==> config.mk <==
export PLATFORM = sky130hd
export DESIGN_NAME = swc_queue
export DESIGN_NICKNAME = d
export VERILOG_FILES = /design/src/swc_pkg.sv /design/src/swc_queue.sv
export SDC_FILE = /design/constraint.sdc
export NUM_CORES = 1
export LEC_CHECK = 0
export BUFFER_PORTS_ARGS = -buffer_cell sky130_fd_sc_hd__buf_4
export CAP_MARGIN = 20
export CORE_ASPECT_RATIO = 1.75
export CORE_MARGIN = 4
export CORE_UTILIZATION = 45
export CTS_CLUSTER_DIAMETER = 60
export DETAILED_ROUTE_END_ITERATION = 10
export PLACE_DENSITY = 0.64
export RECOVER_POWER = 25
export SLEW_MARGIN = 15
export SYNTH_ARGS = -nofsm -noshare
export SYNTH_HDL_FRONTEND = slang
export SYNTH_SLANG_ARGS = --single-unit
==> constraint.sdc <==
create_clock -name clk -period 2.9 [get_ports clk]
set_clock_uncertainty 0.1 [all_clocks]
set_input_delay 0.29 -clock clk [delete_from_list [all_inputs] [get_ports clk]]
set_output_delay 0.29 -clock clk [all_outputs]
set_load 0.02 [all_outputs]
==> src/swc_pkg.sv <==
// Shared types, constants and helper functions of the sliding window convolution block.
package swc_pkg;

  localparam int KMAX       = 7;
  localparam int LINES      = (KMAX > 1) ? KMAX - 1 : 1;
  localparam int NCOEF      = KMAX * KMAX;
  localparam int MAX_WIDTH  = 1024;
  localparam int MAX_HEIGHT = 1024;
  localparam int POS_W      = 10;
  localparam int DIM_W      = 11;
  localparam int KDIM_W     = 3;
  localparam int IDX_W      = 6;
  localparam int BANK_W     = 3;
  localparam int QDEPTH     = 4;
  localparam int QPTR_W     = 2;
  localparam int QCNT_W     = 3;

  localparam logic OP_LOAD  = 1'b0;
  localparam logic OP_PIXEL = 1'b1;

  localparam logic [1:0] REG_WIDTH  = 2'd0;
  localparam logic [1:0] REG_HEIGHT = 2'd1;
  localparam logic [1:0] REG_KROWS  = 2'd2;
  localparam logic [1:0] REG_KCOLS  = 2'd3;

  typedef struct packed {
    logic             op;
    logic [IDX_W-1:0] coef_index;
    logic [7:0]       data_value;
  } in_item_t;

  typedef struct packed {
    logic [7:0]       sum_low8;
    logic [POS_W-1:0] out_row;
    logic [POS_W-1:0] out_col;
    logic             frame_last;
  } out_item_t;

  typedef struct packed {
    logic              op;
    logic [IDX_W-1:0]  coef_index;
    logic [7:0]        data_value;
    logic [POS_W-1:0]  col;
    logic [BANK_W-1:0] bank;
    logic              emit;
    logic [POS_W-1:0]  res_row;
    logic [POS_W-1:0]  res_col;
    logic              last;
  } work_t;

  typedef struct packed {
    logic [DIM_W-1:0]  image_width;
    logic [DIM_W-1:0]  image_height;
    logic [KDIM_W-1:0] kernel_rows;
    logic [KDIM_W-1:0] kernel_cols;
  } cfg_t;

  function automatic logic [DIM_W-1:0] clamp_dim(input logic [DIM_W-1:0] v,
                                                 input logic [DIM_W-1:0] hi);
    logic [DIM_W-1:0] r;
    r = v;
    if (v == '0) r = DIM_W'(1);
    else if (v > hi) r = hi;
    return r;
  endfunction

  function automatic logic [KDIM_W-1:0] clamp_k(input logic [KDIM_W-1:0] v);
    logic [KDIM_W-1:0] r;
    r = v;
    if (v == '0) r = KDIM_W'(1);
    else if (32'(v) > KMAX) r = KDIM_W'(KMAX);
    return r;
  endfunction

endpackage

==> src/swc_queue.sv <==
// Short queue that decouples the front end from the compute pipeline.
module swc_queue (
  input  logic           clk,
  input  logic           rst_n,
  input  logic           push,
  input  swc_pkg::work_t push_data,
  output logic           full,
  input  logic           pop,
  output swc_pkg::work_t pop_data,
  output logic           empty
);

  swc_pkg::work_t               slot_r [swc_pkg::QDEPTH];
  logic [swc_pkg::QPTR_W-1:0]   wr_r, rd_r;
  logic [swc_pkg::QCNT_W-1:0]   cnt_r;

  assign full     = (32'(cnt_r) == swc_pkg::QDEPTH);
  assign empty    = (cnt_r == '0);
  assign pop_data = slot_r[rd_r];

  always_ff @(posedge clk) begin
    if (push) slot_r[wr_r] <= push_data;
  end

  always_ff @(posedge clk) begin
    if (!rst_n) begin
      wr_r  <= '0;
      rd_r  <= '0;
      cnt_r <= '0;
    end else begin
      if (push) wr_r <= wr_r + 1'b1;
      if (pop) rd_r <= rd_r + 1'b1;
      cnt_r <= cnt_r + swc_pkg::QCNT_W'(push) - swc_pkg::QCNT_W'(pop);
    end
  end

  a_no_pop_empty: assert property (@(posedge clk) disable iff (!rst_n) pop |-> !empty)
    else $error("queue popped while empty");
  a_cnt_bound: assert property (@(posedge clk) disable iff (!rst_n)
    32'(cnt_r) <= swc_pkg::QDEPTH)
    else $error("queue count beyond depth");

endmodule

==> impl_metrics.toml <==
[setup_path]
r2r_slack_ns = 0.99
cp.required_ns = 2.51
r2r_cells = 4
r2r-end = "slot_r[1][16]"
cp-end-kind = "primary output"
crit_type = "flop to primary output"
worst-path-max-fanout = 13
worstPathArrival_ns = 2.04
r2r-start = "wr_r[1]"
cp-start-kind = "flop"

[cells_and_area]
drive_above_1_share_pct = 34.1
fillers = 1322
final_net_count = 542
diodes = 0
syn2layout_area_growth_pct = 26.7

[detailed_routing]
drt_first_pass_iters = 4
wl_per_cell_um = 19.2
postRouteAntennaNets = 0
drcViolationCount = 0
drt_wl_total_um = 13800
num_vias = 3624
initialDrtViolationCount = 151
routed_via_density = 5.03

[placed_design]
post-place-ws_ns = 0.939
io_buffers = 105
place_hpwl_um = 8880
place.gp.congestion = 0.708

[grt]
grt_max_degree = 34
antenna_found_initial = 0
overflow = 0
track_usage_pct = 14.8
grt_pass1_vias = 3979
grt_pass1_wl_um = 21900

[worst_hold_path]
hp-class = "primary input to flop"
min_to = "wr_r[0]"
hold_start = "push"
hold_path_depth = 3

[cts]
cts.sinks = 209
cts_root_buf = "clkbuf_16"
cts_tree = "yes"
numCtsBuffers = 18
htreeDepth = 1
hold_buffers = 52
cts_resized = 0
postCtsSetupBuffers = 0
clk_pin_slew_worst_paths_ns = 0.07
clock_path_buffers = 3
clkLatencyLatePin_ns = 0.48

[power]
peakVddDrop_v = 0.000591
power_mw = 6.64
power_density_nw_per_um2 = 680
p_leak_nw = 3.28

[synth]
syn_area_um2 = 7710
synth_mux_area_share_pct = 14.7
synth_compound_area_share_pct = 0.195
synthCells = 305
synth-simple-area-share_pct = 0.973
synth_cell_types = 20
syn-num-nets = 366
synth_top_family_by_area = "multiplexers"
avgSynthCellArea_um2 = 25.3
ys_warn_count = 0
yosysSeqAreaShare_pct = 80.2
synthAdderAreaFrac_pct = 1.23
synthXorXnorAreaFrac_pct = 0.535
synth-seq-cells = 209

[floorplanning]
core-area_um2 = 16900
num_rows = 63
dieHeight_um = 181
fp.dieArea_um2 = 19400
io_pins = 106
initial_core_util_pct = 45.7
fp.dieW_um = 107

[timing]
layout_min_cycle_time_ns = 2.43
setup_viol_count_final = 0
setup_tns_ns = 0
finalCritPeriodShare_pct = 83.6
rsz0062_at_grt = "false"
tightest_slew_ns = 0.718
fmax_mhz = 412
fin_ws_ns = 0.475
hold_viol = 0
hold_ws_ns = 0.0258
drv_slew = 0
maxSlewHeadroom_pct = 52.1

[status]
status = "finished clean"

[run]
maxCapViolCount = 0
-- routing by layer --
layer  vias to the layer above  share of wire (%)  GRT usage [%]
li1                       1634                  -              -
met5                         -                  0              0
met1                      1889                 37           16.6
met3                        22                3.9           2.43
met4                         0                2.7           4.97
met2                        79                 57           27.9
-- Yosys cell counts --
cell      count  area share (%)
a21bo_2       1            0.13
nor3_1        1           0.065
dfxtp_1       9             2.3
xor3_1        1            0.31
buf_6         1            0.15
buf_1         1           0.049
nand3b_1      1           0.097
mux2i_1       1            0.13
and2_1        6            0.49
a21oi_1       1           0.065
nor2_1        5            0.24
fa_1          1            0.26
buf_12        5             1.3
xnor2_1       2            0.23
edfxtp_1    200              78
inv_1         7            0.34
ha_1          6            0.97
mux4_2       50              15
buf_2         5            0.32
and3_1        1           0.081
-- layout by cell type, fill, tap and decap left out, types with 2 or more instances in the layout --
cell type	n
and2_1	2
and2_2	4
buf_12	5
buf_4	82
clkbuf_1	31
clkbuf_16	18
clkinv_1	6
clkinvlp_4	2
dfxtp_1	7
dlygate4sd3_1	52
edfxtp_1	200
ha_1	6
inv_1	7
mux4_2	50
nor2_1	5
xnor2_1	2
-- report_power, final --
part	total, mW	internal [mW]	switching [mW]
combinational	0.878	0.434	0.444
clock	2.25	1.24	1.01
sequential	3.51	3.47	0.0481
total	6.64	5.14	1.50
-- worst max path at each step --
stage	from	end	slack (ns)	cells after the start
after floorplan	wr_r[0]	slot_r[2][0]	0.65	3
final	flop	pop_data[24]	0.47	3
after global routing	flop	pop_data[23]	0.35	3
after CTS	flop	pop_data[24]	0.41	3
after detailed placement	flop	pop_data[23]	0.94	3
after global placement	flop	pop_data[31]	0.94	3
-- logic make-up after synthesis --
kind of cell	Yosys count
multiplexers	51
flip-flops	209
buffers and inverters	19
adder cells (fa/ha/maj)	7
AND/OR/NAND/NOR	14
XOR/XNOR	3
AO/OA/AOI/OAI	2
-- worst max-delay path, stage by stage (launching register included) --
cell and delay (ns):
dfxtp_4 0.48, buf_4 0.33, mux4_2 0.56, buf_4 0.18
-- registers in the layout (all words and copies together), names as in the netlist, named ones only --
name    count
cnt_r       3
rd_r        2
slot_r    200
wr_r        2
-- metrics by stage --
step	utilization, %	instance area (um2)	std cells
floorplan	-	7710	305
global placement	52.2	8800	636
detailed placement	52.2	8800	636
CTS	58.6	9880	720
global route	57.9	9770	720
finish	57.9	9770	720
-- area by class of cell --
cell class / instances / area (um2) / area share (%)
Clock buffer: 20 / 458 / 4.69
Timing Repair Buffer: 168 / 1350 / 13.8
Inverter: 7 / 26.3 / 0.269
Multi-Input combinational cell: 77 / 1370 / 14.0
Sequential cell: 209 / 6190 / 63.4
Tap cell: 227 / 284 / 2.91
Clock inverter: 12 / 100 / 1.02
Power figures use the tool's default switching activity.
