--- src/swc_pkg.sv ---
// Shared types, constants and helper functions of the sliding window convolution block.
package swc_pkg;

  localparam int KMAX       = 7;
  localparam int LINES      = (KMAX > 1) ? KMAX - 1 : 1;
  localparam int NCOEF      = KMAX * KMAX;
  localparam int MAX_WIDTH  = 1024;
  localparam int MAX_HEIGHT = 1024;
  localparam int POS_W      = 10;
  localparam int DIM_W      = 11;
  localparam int KDIM_W     = 3;
  localparam int IDX_W      = 6;
  localparam int BANK_W     = 3;
  localparam int QDEPTH     = 4;
  localparam int QPTR_W     = 2;
  localparam int QCNT_W     = 3;

  localparam logic OP_LOAD  = 1'b0;
  localparam logic OP_PIXEL = 1'b1;

  localparam logic [1:0] REG_WIDTH  = 2'd0;
  localparam logic [1:0] REG_HEIGHT = 2'd1;
  localparam logic [1:0] REG_KROWS  = 2'd2;
  localparam logic [1:0] REG_KCOLS  = 2'd3;

  typedef struct packed {
    logic             op;
    logic [IDX_W-1:0] coef_index;
    logic [7:0]       data_value;
  } in_item_t;

  typedef struct packed {
    logic [7:0]       sum_low8;
    logic [POS_W-1:0] out_row;
    logic [POS_W-1:0] out_col;
    logic             frame_last;
  } out_item_t;

  typedef struct packed {
    logic              op;
    logic [IDX_W-1:0]  coef_index;
    logic [7:0]        data_value;
    logic [POS_W-1:0]  col;
    logic [BANK_W-1:0] bank;
    logic              emit;
    logic [POS_W-1:0]  res_row;
    logic [POS_W-1:0]  res_col;
    logic              last;
  } work_t;

  typedef struct packed {
    logic [DIM_W-1:0]  image_width;
    logic [DIM_W-1:0]  image_height;
    logic [KDIM_W-1:0] kernel_rows;
    logic [KDIM_W-1:0] kernel_cols;
  } cfg_t;

  function automatic logic [DIM_W-1:0] clamp_dim(input logic [DIM_W-1:0] v,
                                                 input logic [DIM_W-1:0] hi);
    logic [DIM_W-1:0] r;
    r = v;
    if (v == '0) r = DIM_W'(1);
    else if (v > hi) r = hi;
    return r;
  endfunction

  function automatic logic [KDIM_W-1:0] clamp_k(input logic [KDIM_W-1:0] v);
    logic [KDIM_W-1:0] r;
    r = v;
    if (v == '0) r = KDIM_W'(1);
    else if (32'(v) > KMAX) r = KDIM_W'(KMAX);
    return r;
  endfunction

endpackage

--- src/swc_front.sv ---
// Front end: accepts items, tracks the pixel position and classifies each item.
module swc_front (
  input  logic             clk,
  input  logic             rst_n,
  input  logic             in_valid,
  input  swc_pkg::in_item_t in_data,
  output logic             in_stall,
  input  swc_pkg::cfg_t    cfg,
  input  logic             q_full,
  output logic             push,
  output swc_pkg::work_t   push_data
);

  logic [swc_pkg::POS_W-1:0]  row_r, row_nxt, col_r, col_nxt;
  logic [swc_pkg::BANK_W-1:0] bank_r, bank_nxt;
  logic [swc_pkg::DIM_W-1:0]  w_eff, h_eff, r0, c0, r1, c1;
  logic [swc_pkg::BANK_W-1:0] b0, b1;
  logic [swc_pkg::KDIM_W-1:0] kr, kc;
  logic                       is_pixel;

  assign in_stall = q_full;
  assign push     = in_valid && !q_full;
  assign is_pixel = (in_data.op == swc_pkg::OP_PIXEL);

  always_comb begin
    w_eff = swc_pkg::clamp_dim(cfg.image_width, swc_pkg::DIM_W'(swc_pkg::MAX_WIDTH));
    h_eff = swc_pkg::clamp_dim(cfg.image_height, swc_pkg::DIM_W'(swc_pkg::MAX_HEIGHT));
    kr    = swc_pkg::clamp_k(cfg.kernel_rows);
    kc    = swc_pkg::clamp_k(cfg.kernel_cols);
    r0    = swc_pkg::DIM_W'(row_r);
    c0    = swc_pkg::DIM_W'(col_r);
    b0    = bank_r;
    if (c0 >= w_eff) begin
      c0 = '0;
      r0 = r0 + 1'b1;
      b0 = (32'(b0) == swc_pkg::LINES - 1) ? '0 : b0 + 1'b1;
    end
    if (r0 >= h_eff) begin
      r0 = '0;
      b0 = '0;
    end
    c1 = c0 + 1'b1;
    r1 = r0;
    b1 = b0;
    if (c1 >= w_eff) begin
      c1 = '0;
      r1 = r0 + 1'b1;
      b1 = (32'(b0) == swc_pkg::LINES - 1) ? '0 : b0 + 1'b1;
      if (r1 >= h_eff) begin
        r1 = '0;
        b1 = '0;
      end
    end
    row_nxt  = swc_pkg::POS_W'(r1);
    col_nxt  = swc_pkg::POS_W'(c1);
    bank_nxt = b1;

    push_data.op         = in_data.op;
    push_data.coef_index = in_data.coef_index;
    push_data.data_value = in_data.data_value;
    push_data.col        = swc_pkg::POS_W'(c0);
    push_data.bank       = b0;
    push_data.emit       = is_pixel && (r0 + 1'b1 >= swc_pkg::DIM_W'(kr)) &&
                           (c0 + 1'b1 >= swc_pkg::DIM_W'(kc));
    push_data.res_row    = swc_pkg::POS_W'(r0 + 1'b1 - swc_pkg::DIM_W'(kr));
    push_data.res_col    = swc_pkg::POS_W'(c0 + 1'b1 - swc_pkg::DIM_W'(kc));
    push_data.last       = (r0 + 1'b1 == h_eff) && (c0 + 1'b1 == w_eff);
  end

  always_ff @(posedge clk) begin
    if (!rst_n) begin
      row_r  <= '0;
      col_r  <= '0;
      bank_r <= '0;
    end else if (push && is_pixel) begin
      row_r  <= row_nxt;
      col_r  <= col_nxt;
      bank_r <= bank_nxt;
    end
  end

endmodule

--- config.mk ---
export PLATFORM = sky130hd
export DESIGN_NAME = swc_front
export DESIGN_NICKNAME = d
export VERILOG_FILES = /design/src/swc_pkg.sv /design/src/swc_front.sv
export SDC_FILE = /design/constraint.sdc
export NUM_CORES = 1
export LEC_CHECK = 0
export ABC_AREA = 1
export ABC_CLOCK_PERIOD_IN_PS = 14200
export BUFFER_PORTS_ARGS = -buffer_cell sky130_fd_sc_hd__buf_4
export CELL_PAD_IN_SITES_DETAIL_PLACEMENT = 0
export CELL_PAD_IN_SITES_GLOBAL_PLACEMENT = 1
export CORE_UTILIZATION = 42
export CTS_CLUSTER_DIAMETER = 150
export CTS_CLUSTER_SIZE = 24
export DETAILED_ROUTE_END_ITERATION = 6
export PLACE_DENSITY = 0.89
export SYNTH_ARGS = -nofsm -noshare
export SYNTH_HDL_FRONTEND = slang
export SYNTH_SLANG_ARGS = --single-unit
--- constraint.sdc ---
create_clock -name clk -period 14.2 [get_ports clk]
set_input_delay 2.84 -clock clk [delete_from_list [all_inputs] [get_ports clk]]
set_output_delay 2.84 -clock clk [all_outputs]
set_load 0.05 [all_outputs]
==> run metrics <==
status finished, final reports clean; I/O pin count 99; Async SR Flop Fraction 0%; DR WL/cell 14.81 um; CTS Sinks 23; H-tree depth 1; Mean Syn Cell Area 6.323 sq um; post-synth top area share 15.29%; CTS resizes 0; placed cells 868; mapped cell area 4369 sq um; crit path DAT 9.43 ns; most frequent cell on the critical path nand2_1; Worst EP required 11.36 ns; Syn Nets 792; Final Cycle Share 86.39%; count leader, synth nand2_1; ant diodes 0; Synth Instances 691; Post-Synth Simple-Gate Area 45.85%; I/O Buffers 70; die height 104.0 um; CTS tree done; DRT antenna net count 0; EDFF count, synth 0; drt via density 5.341; XOR/XNOR Fraction of Synth Area 4.210%; Synth top cells by count nand2_1, inv_1, nor2_1, ha_1, nand3_1; multiplexer share of the synthesized area 0%; first-pass GRT wire length 21.38 mm; reg-to-reg slack, setup 7.42 ns; Synth Area in Adders 15.81%; vias in the first global route 4443; Final nets 841; DP Worst Slack 2.010 ns; area leader, netlist nand2_1; actual slew at the worst max-slew pin 1.006 ns; clock latency on the worst-skew pair 0.26 ns; worst hold path class reg -> reg; area grow syn2layout 12.34%; grt total ovfl 0; Slew Limit Fails 0; worst hold endpoint bank_r[1]; starting density of the core 44.09%; via count 4657; Register-to-Register Path Depth 30; Hold Startpoint bank_r[1]; worst vdd ir 0.03255 mV; Critical R2R Capture row_r[0]; RR Startpoint col_r[3]; ys flop type dfxtp_1; Final WS setup 1.933 ns; Compound-Gate Fraction of Synth Area 10.82%; critical path capture point type output pin; FMAX 81.52 MHz; final core occ 49.53%; Netlist cell types 50; pin count of the biggest net entering global routing 31; Leak 2.569 nW; Worst Skew 0.003085 ns; Hold Buf Count CTS 0; gpl congestion 0.9469; total track usage 23.88%; hold depth 2; FP Rows 36; RSZ-0062 raised after global routing no; CP max FO 22; CTS Buf Count 3; Power, Total 0.2842 mW; initial antenna violation count 0; crit-path max cell delay 0.44 ns; non-filler instance count after layout 872; total wire length 12.91 mm; Core ar. 9910 sq um; Area contributors post-synth nand2_1, ha_1, dfxtp_1; Setup Fix Bufs, Post-CTS 0; critical setup path kind in -> out; post-route minimum period 12.27 ns; Worst-path clk slew 0.08 ns; setup TNS 0 ns; clk buf depth 2; share of cells above drive strength 1 20.97%; Detailed Route Iter0 Violations 239; Die Footprint 10820 sq um; sequential share of the synthesized area 10.54%; CP max-delay cell nor2_4; die extent in x 104.0 um; largest family of logic cells by synthesized area simple AND/OR/NAND/NOR gates; DP Wirelength 10.93 mm; CTS root buf clkbuf_8; synth warn 0; kind of start point of the critical path input pin; number of max-cap violations 0; pwr/cell area 57.90 nW/um^2; number of iterations in the first detailed-routing pass 4; Hold Vio Cnt, Final 0; DRC 0; final setup fails 0; FF+latch count, synth 23; Rel. slew slack 32.80%
-- per-stage QoR --
step	hold WS (ns)	instance area, sq um
after floorplan	0.4453	4369
after global placement	0.4582	4863
after detailed placement	0.4627	4863
after CTS	0.4759	4908
after global routing	0.4913	4908
final	0.4757	4908
-- placed cells by master (no fill, tap or decap), drive strengths merged --
cell type / instances
nand2: 207
and3: 1
a221oi: 2
a31oi: 4
buf: 70
fa: 2
or2: 1
a21oi: 42
nand4: 24
nand3: 62
a21o: 2
a211oi: 2
clkbuf: 4
a22oi: 2
o21bai: 2
nor2: 80
xor2: 18
dfxtp: 23
o21ai: 20
clkinv: 2
xnor2: 3
ha: 52
a32oi: 1
inv: 94
o31ai: 2
and2: 2
o2111a: 1
nor4: 7
nor3: 4
nand3b: 3
-- kinds of logic after synthesis --
| kind of cell | Yosys count |
|---|---|
| flops | 23 |
| fa+ha+maj | 54 |
| simple gates | 391 |
| xor+xnor | 21 |
| compound gates | 80 |
| buf+inv | 122 |
-- routing by layer --
| metal | wire [um] | vias to the layer above | track usage [%] |
|---|---|---|---|
| met3 | 785 | 21 | 2.506 |
| met2 | 5849 | 157 | 40.81 |
| met5 | 0 | - | 0 |
| met1 | 6069 | 2119 | 32.10 |
| met4 | 208 | 0 | 5.408 |
| li1 | - | 2360 | - |
-- cell type report --
cell class              count  area (sq um)
fillers                  1054          5001
flip-flops and latches     23         460.4
inverters                  96         360.3
multi-input cells         546          3351
clock buffers               4         45.04
repair buffers             70         525.5
well taps                 133         166.4
-- sequential cells by signal, summed over array words and instances, names as in the netlist --
register,count
bank_r,3
col_r,10
row_r,10
-- how the worst max path moves through the flow --
stage / startpoint / to / cells past startpoint
3_5_place_dp: cfg[24] / push_data[0] / 36
2_1_floorplan: cfg[18] / push_data[18] / 37
5_1_grt: cfg[24] / push_data[0] / 38
3_3_place_gp: cfg[24] / push_data[0] / 34
4_1_cts: cfg[24] / push_data[0] / 36
6_report: cfg[24] / push_data[0] / 36
-- critical path: cells and delay by family --
kind | cells | cell delay (ns)
adder cells (fa/ha/maj) | 4 | 1.31
AO/OA/AOI/OAI | 3 | 0.29
buffers and inverters | 6 | 0.78
AND/OR/NAND/NOR | 23 | 4.19
-- power by group --
group / internal (mW) / switching, mW
Clock: 0.0200 / 0.0215
Sequential: 0.0655 / 0.00167
Combinational: 0.0559 / 0.120
Power figures use the tool's default switching activity.
